===== src/sv/tows_pkg.sv =====
// Package for the temperature outlier window statistics block.
// Holds widths, status and opcode codes, and register indexes; no dependencies.
package tows_pkg;

  localparam int unsigned WindowDepth = 4096;
  localparam int unsigned AddrW = $clog2(WindowDepth);
  localparam int unsigned CountW = $clog2(WindowDepth + 1);
  localparam int unsigned SumW = 16 + CountW;
  localparam int unsigned OffsetF = 512;

  localparam logic [2:0] StStoredValid = 3'd0;
  localparam logic [2:0] StStoredInvalid = 3'd1;
  localparam logic [2:0] StReportOk = 3'd2;
  localparam logic [2:0] StStandby = 3'd3;
  localparam logic [2:0] StNoData = 3'd4;

  localparam logic OpStore = 1'b0;
  localparam logic OpReport = 1'b1;

  localparam logic [2:0] RegFahrenheit = 3'd0;
  localparam logic [2:0] RegStandby = 3'd1;
  localparam logic [2:0] RegHighLimit = 3'd2;
  localparam logic [2:0] RegLowLimit = 3'd3;
  localparam logic [2:0] RegMaxStep = 3'd4;

  typedef struct packed {
    logic fahrenheit_mode;
    logic standby_mode;
    logic signed [15:0] high_limit;
    logic signed [15:0] low_limit;
    logic [14:0] max_step;
  } cfg_t;

  function automatic logic signed [15:0] sat16(input logic signed [31:0] v);
    logic signed [15:0] r;
    if (v > 32'sd32767) r = 16'sh7fff;
    else if (v < -32'sd32768) r = 16'sh8000;
    else r = v[15:0];
    return r;
  endfunction

endpackage


===== src/sv/tows_div.sv =====
// Restoring divider, one quotient bit per cycle, signed truncating.
// Depends on tows_pkg.
module tows_div (
  input  logic clk,
  input  logic rst,
  input  logic go,
  input  logic signed [tows_pkg::SumW-1:0] dividend,
  input  logic [tows_pkg::SumW-1:0] divisor,
  output logic done,
  output logic signed [tows_pkg::SumW-1:0] quotient
);
  import tows_pkg::*;

  localparam int unsigned StepW = $clog2(SumW + 1);

  logic [SumW-1:0] rem;
  logic [SumW-1:0] quo;
  logic [SumW-1:0] dvs;
  logic            neg;
  logic [StepW-1:0] step;
  logic            running;
  logic [SumW:0]   trial;

  assign trial = {rem, quo[SumW-1]} - {1'b0, dvs};

  always_ff @(posedge clk) begin
    if (rst) begin
      running <= 1'b0;
      done <= 1'b0;
    end else begin
      done <= 1'b0;
      if (go) begin
        running <= 1'b1;
        neg <= dividend[SumW-1];
        quo <= dividend[SumW-1] ? SumW'(-dividend) : dividend;
        rem <= '0;
        dvs <= divisor;
        step <= StepW'(SumW);
      end else if (running) begin
        if (trial[SumW]) begin
          rem <= {rem[SumW-2:0], quo[SumW-1]};
          quo <= {quo[SumW-2:0], 1'b0};
        end else begin
          rem <= trial[SumW-1:0];
          quo <= {quo[SumW-2:0], 1'b1};
        end
        step <= step - 1'b1;
        if (step == StepW'(1)) begin
          running <= 1'b0;
          done <= 1'b1;
        end
      end
    end
  end

  assign quotient = neg ? -quo : quo;
endmodule


===== config.mk =====
export PLATFORM = sky130hd
export DESIGN_NAME = tows_div
export DESIGN_NICKNAME = d
export VERILOG_FILES = /design/src/sv/tows_pkg.sv /design/src/sv/tows_div.sv
export SDC_FILE = /design/constraint.sdc
export NUM_CORES = 1
export LEC_CHECK = 0
export CORE_MARGIN = 2
export CORE_UTILIZATION = 30
export DETAILED_ROUTE_END_ITERATION = 10
export DONT_BUFFER_PORTS = 1
export GPL_ROUTABILITY_DRIVEN = 0
export PLACE_DENSITY = 0.43
export SYNTH_ARGS = -nofsm -noshare
export SYNTH_HDL_FRONTEND = slang
export SYNTH_SLANG_ARGS = --single-unit

===== constraint.sdc =====
create_clock -name clk -period 7.5 [get_ports clk]
set_clock_uncertainty 0.05 [all_clocks]
set_input_delay 1.125 -clock clk [delete_from_list [all_inputs] [get_ports clk]]
set_output_delay 1.125 -clock clk [all_outputs]
set_load 0.1 [all_outputs]

==> results of run 1 <==
## per-layer routing
metal / vias to the layer above / wire length [µm] / track usage [%]
met2: 82 / 6960 / 22.8
li1: 2346 / - / -
met1: 2256 / 6690 / 16.6
met4: 2 / 198 / 3.68
met3: 14 / 949 / 5.09
met5: - / 16 / 0
## area by class of cell
type	instances	area share [%]
multi-input cells	493	48.8
flip-flops and latches	95	38.6
well taps	275	4.69
clock buffers	9	3.07
repair buffers	20	2.05
inverters	39	2.00
clock inverters	7	0.785
## logic make-up after synthesis
| kind of cell | after synthesis | synth area share [%] |
|---|---|---|
| AOI/OAI and AO/OA | 160 | 15.7 |
| xor gates and xnor gates | 81 | 11.1 |
| adders and majority gates | 34 | 6.74 |
| buffers and inverters | 62 | 3.84 |
| DFF | 95 | 44.1 |
| muxes | 24 | 3.74 |
| and+or+nand+nor | 194 | 14.8 |
## stage by stage
step	hold slack (ps)	util, %	std cells	cell area (µm²)	power [W]
5_1_grt	447	34.9	938	7340	0.00184
2_1_floorplan	410	-	650	6420	0.00118
3_5_place_dp	430	33.6	922	7050	0.00130
6_report	439	34.9	938	7340	0.00174
4_1_cts	440	34.9	938	7340	0.00176
3_3_place_gp	424	33.6	922	7050	0.00130
## cells in the mapped netlist (all sizes together), types with 8 or more instances
master,n
mux2i,24
or3,8
inv,39
clkbuf,17
nand2b,16
xor2,45
a21oi,57
edfxtp,93
xnor2,36
ha,33
nor2,72
nor2b,11
nand2,46
o31ai,9
or4,8
o21ai,37
a31oi,8
## power by group
group / total [W] / switching (W) / internal, W
clock: 0.000449 / 0.000220 / 0.000229
combinational: 0.000602 / 0.000393 / 0.000209
sequential: 0.000684 / 0.0000386 / 0.000646
## worst max-delay path: stages, from the launching register on
cell	delay [ps]
edfxtp_1	820
inv_1	230
ha_1	220
nand3_1	120
or3_1	370
or4_1	460
o21ai_0	460
nand2_1	210
a21oi_1	290
nand2_1	150
xor2_2	930
## cell usage in the layout (no fill, tap or decap), drive strengths merged, types with 8 or more instances in the layout
| cell | Yosys | final |
|---|---|---|
| nor2b | 11 | 11 |
| or3 | 8 | 8 |
| a21oi | 57 | 57 |
| xnor2 | 36 | 36 |
| ha | 33 | 33 |
| o21ai | 37 | 37 |
| a31oi | 8 | 8 |
| nand2b | 16 | 16 |
| o31ai | 9 | 9 |
| inv | 39 | 41 |
| nand2 | 46 | 46 |
| buf | 6 | 20 |
| or4 | 8 | 8 |
| nor2 | 72 | 72 |
| mux2i | 24 | 24 |
| xor2 | 45 | 45 |
| edfxtp | 93 | 93 |
| clkbuf | 17 | 9 |
## sequential cells by signal, indices dropped and copies added (netlist names)
name,flops
running,1
step,5
rem,29
done,1
neg,1
quo,29
dvs,29
## final timing paths
kind	startpoint	to	cells past startpoint
worst min-delay path	running	done	1
worst min register to register	running	done	1
worst max-delay path	quo[0]	quotient[26]	10
worst max register to register	rem[2]	rem[15]	11
==> metrics.yaml, run 1 <==
status: "finished, final reports clean"
worst_pin_slew_ps: 1230
hold_viol_final: 0
synth.largest_area_cell: "edfxtp_1"
ys_top_cells_by_area: "edfxtp_1 (44%), ha_1 (6.4%), xor2_1 (6.1%)"
via_count: 4700
synth.avg_cell_area_um2: 9.87
dieArea_um2: 22600
yosysUniqueCellTypes: 55
numPortBuffers: 0
rsz0062_at_grt: "false"
drt_first_pass_iters: 4
maxCapViolCount: 0
grt_pass1_vias: 4850
ant_nets: 0
synth_top_area_share_pct: 43.5
yosysWarnings: 0
r2r_slack_ps: 3310
clock_path_buffers: 2
wl_per_cell_um: 15.8
finalMaxSlewViolations: 0
setup_viol: 0
synth_fp_nets: 745
clkTransAtPathRegs_ps: 70
timing.slew.headroom_pct: 17.9
fin_ws_ps: 1700
synth-seq-area-share_pct: 44.1
vias_per_cell: 5.01
register_area_um2: 2830
insertion_delay_ps: 350
antenna_found_initial: 1
period_share_pct: 77.3
syn_inst: 650
post_cts_resized: 0
post-route-min-period_ps: 5800
worst_ir_drop_vdd_mv: 0.103
cts_tree: "done"
power_leakage_nw: 2.82
pwr_density_cell_nw_per_um2: 237
initial_core_util_pct: 30.5
path_max_fanout: 4
rows: 53
hold_buffers: 0
postCtsSetupRepairBufs: 0
async_flop_share_pct: 0
drc: 0
synth-seq-cells: 95
synth-edff-count: 93
crit_arrival_ps: 4620
grt_pass1_wl_um: 24000
area_growth_pct: 14.3
die_w_um: 150
final_nets: 753
fmax_ghz: 0.172
h-tree-depth: 3
drive_above_1_share_pct: 11.8
hp-class: "reg2reg"
synth_ff_type: "edfxtp_1"
start_kind: "flip-flop"
hpwlAfterDp_um: 10600
cts.sinks: 95
die_h_um: 150
wl_um: 14800
grt_use_total_pct: 13.7
finalSetupTns_ps: 0
nFillCells: 2125
grt_overflow_total: 0
grt_max_degree: 96
syn-cell-area_um2: 6420
post-place-ws_ps: 2020
multi_input_area_um2: 3580
worst-setup-path-type: "reg2out"
n_antenna_cell: 0
clockRootBuffer: "clkbuf_16"
drt_iter0_drc: 197
cts-buffers-inserted: 9
coreArea_um2: 21000
critical_path_required_ps: 6320
endpoint_kind: "output port"
io_pins: 91
(Power assumes the default switching activity.)
==> inputs of run 2 (changes only) <==
--- a/config.mk
+++ b/config.mk
@@ -5,12 +5,13 @@
 export SDC_FILE = /design/constraint.sdc
 export NUM_CORES = 1
 export LEC_CHECK = 0
+export ABC_AREA = 1
 export CORE_MARGIN = 2
 export CORE_UTILIZATION = 30
 export DETAILED_ROUTE_END_ITERATION = 10
 export DONT_BUFFER_PORTS = 1
 export GPL_ROUTABILITY_DRIVEN = 0
-export PLACE_DENSITY = 0.43
+export PLACE_DENSITY = 0.44
 export SYNTH_ARGS = -nofsm -noshare
 export SYNTH_HDL_FRONTEND = slang
 export SYNTH_SLANG_ARGS = --single-unit
==> constraint.sdc (replaced) <==
create_clock -name clk -period 4.75 [get_ports clk]
set_clock_uncertainty 0.05 [all_clocks]
set_input_delay 0.7125 -clock clk [delete_from_list [all_inputs] [get_ports clk]]
set_output_delay 0.7125 -clock clk [all_outputs]
set_load 0.1 [all_outputs]
==> run 2 against run 1 <==
Against the previous run:
- design area increased by 18%
- synthesized cell count is 72% higher
- critical path depth down 2
- wire length is 45% higher
- area after synthesis rose by 21%
- first-iteration DRC count is 93% higher
- count of clock-buffer cells in the layout stayed put
- largest power group unchanged
==> metrics.yaml, run 2 <==
h-tree-depth: 3
status: "finished, final reports clean"
pwr-share-clk_pct: 26.1
clock_path_buffers: 2
final_nets: 1230
top_regs: "dvs: 29 flops, quo: 29 flops, rem: 29 flops"
clockRootBuffer: "clkbuf_16"
vias_per_cell: 4.53
synth_top_area_share_pct: 36.1
nFillCells: 2733
wl_um: 21500
start_kind: "flip-flop"
timing.slew.headroom_pct: 22.1
synth-edff-count: 93
antenna_found_initial: 0
synth-seq-area-share_pct: 36.6
setup_viol: 0
cts-buffers-inserted: 9
ys_top_cells_by_count: "nand2_1 (364), inv_1 (183), nor2_1 (148), edfxtp_1 (93), nand3_1 (55)"
io_pins: 91
r2r_slack_ps: 2160
die_h_um: 165
p_comb_share_pct: 36.8
synth.avg_cell_area_um2: 6.90
initial_core_util_pct: 30.6
dieArea_um2: 27100
finalSetupTns_ps: 0
syn_inst: 1121
synth_fp_nets: 1216
p_seq_share_pct: 37.1
coreArea_um2: 25300
wl_per_cell_um: 14.6
drive_above_1_share_pct: 8.42
post-route-min-period_ps: 3450
die_w_um: 165
synth-seq-cells: 95
hpwlAfterDp_um: 16900
period_share_pct: 72.6
cts_tree: "done"
path_max_fanout: 4
grt_max_degree: 73
n_antenna_cell: 0
via_count: 6665
grt_pass1_vias: 6848
clkTransAtPathRegs_ps: 90
synth_ff_type: "edfxtp_1"
yosysWarnings: 0
power_leakage_nw: 4.19
hold_viol_final: 0
rsz0062_at_grt: "false"
numPortBuffers: 0
fin_area_um2: 8680
hold_buffers: 0
endpoint_kind: "output port"
fmax_ghz: 0.290
yosysUniqueCellTypes: 40
ys_top_cells_by_area: "edfxtp_1 (36%), nand2_1 (18%), inv_1 (8.9%)"
final_cells: 1470
critical_path_required_ps: 3990
async_flop_share_pct: 0
area_growth_pct: 12.1
drt_iter0_drc: 381
final_cell_mix: "nand2_1 (364), inv_1 (182), nor2_1 (147), edfxtp_1 (93), nand3_1 (55)"
dp_cells: 1454
crit_arrival_ps: 2690
cts.sinks: 95
drt_first_pass_iters: 7
hp-class: "in2reg"
post_cts_resized: 0
worst_ir_drop_vdd_mv: 0.168
grt_pass1_wl_um: 35100
pwr_density_cell_nw_per_um2: 328
synth.largest_area_cell: "edfxtp_1"
grt_use_total_pct: 16.8
final_common_cell: "nand2_1"
place_area_um2: 8390
drc: 0
synth.most_common_cell: "nand2_1"
rows: 58
worst_pin_slew_ps: 1170
power.internal_w: 0.00167
netSwitchingFraction_pct: 41.3
syn-cell-area_um2: 7740
maxCapViolCount: 0
ant_nets: 0
power.net_switching_w: 0.00117
grt_overflow_total: 0
postCtsSetupRepairBufs: 0
worst-setup-path-type: "reg2out"
finalMaxSlewViolations: 0
insertion_delay_ps: 370
==> run 2: changes by cell type after synthesis, sizes merged, moves of 24 or more <==
cell,delta
xnor2,-25
nand3,+51
mux2i,-24
inv,+148
nand2,+327
a21oi,-29
nor2,+78
==> run 2: final timing paths <==
path / startpoint / endpoint / cells past startpoint
hold reg to reg: running / done / 2
setup / recovery: quo[8] / quotient[24] / 8
hold / removal: rst / done / 1
setup reg to reg: quo[28] / rem[28] / 15
==> run 2: worst max-delay path, stage by stage, from the launching register on <==
cell,delay (ps)
edfxtp_1,480
nor2_1,280
nand2_1,120
nor3_1,140
nand3_1,80
nor3_1,280
xnor2_1,160
nand2_1,70
nand2_1,710
==> run 2: through the flow <==
| stage | hold slack (ps) | power (W) | setup slack, ps | util, % |
|---|---|---|---|---|
| floorplan | 371 | 0.00190 | 149 | - |
| global placement | 447 | 0.00213 | 1710 | 33.2 |
| detailed placement | 447 | 0.00213 | 1720 | 33.2 |
| CTS | 359 | 0.00288 | 1300 | 34.4 |
| global route | 346 | 0.00304 | 1070 | 34.4 |
| finish | 373 | 0.00284 | 1300 | 34.4 |
==> run 2: logic make-up after synthesis <==
kind of cell             after synthesis  share of synthesized area (%)
AND/OR/NAND/NOR                      633                           34.1
buffers and inverters                210                           10.7
flip-flops                            95                           36.6
AO/OA/AOI/OAI                         91                           6.44
XOR/XNOR                              58                           6.57
adder cells (fa/ha/maj)               34                           5.60
==> run 2: layer usage <==
metal | part of all wire (%) | global-route usage (%) | vias to the layer above | wire length [µm]
met5 | 0 | 0 | - | 0
met4 | 0.93 | 2.81 | 0 | 199
met3 | 4.6 | 4.55 | 10 | 996
met2 | 49 | 29.8 | 110 | 10600
met1 | 45 | 20.6 | 3003 | 9680
li1 | - | - | 3542 | -
==> run 2: final cells by class <==
type	instances	area, µm²	area share, %
tap	330	413	4.76
sequential	95	2830	32.7
clock buffer	9	225	2.60
timing repair buffer	25	188	2.16
inverter	188	706	8.13
clock inverter	7	63.8	0.736
multi-input combinational	816	4250	49.0
==> run 2: power by group through the flow <==
stage	Sequential (W)	Combinational, W	Clock, W
CTS	0.00105	0.00106	0.000771
floorplan	0.00106	0.000838	0
finish	0.00105	0.00105	0.000743
global route	0.00106	0.00117	0.000800
global placement	0.00107	0.00106	0
detailed placement	0.00107	0.00105	0
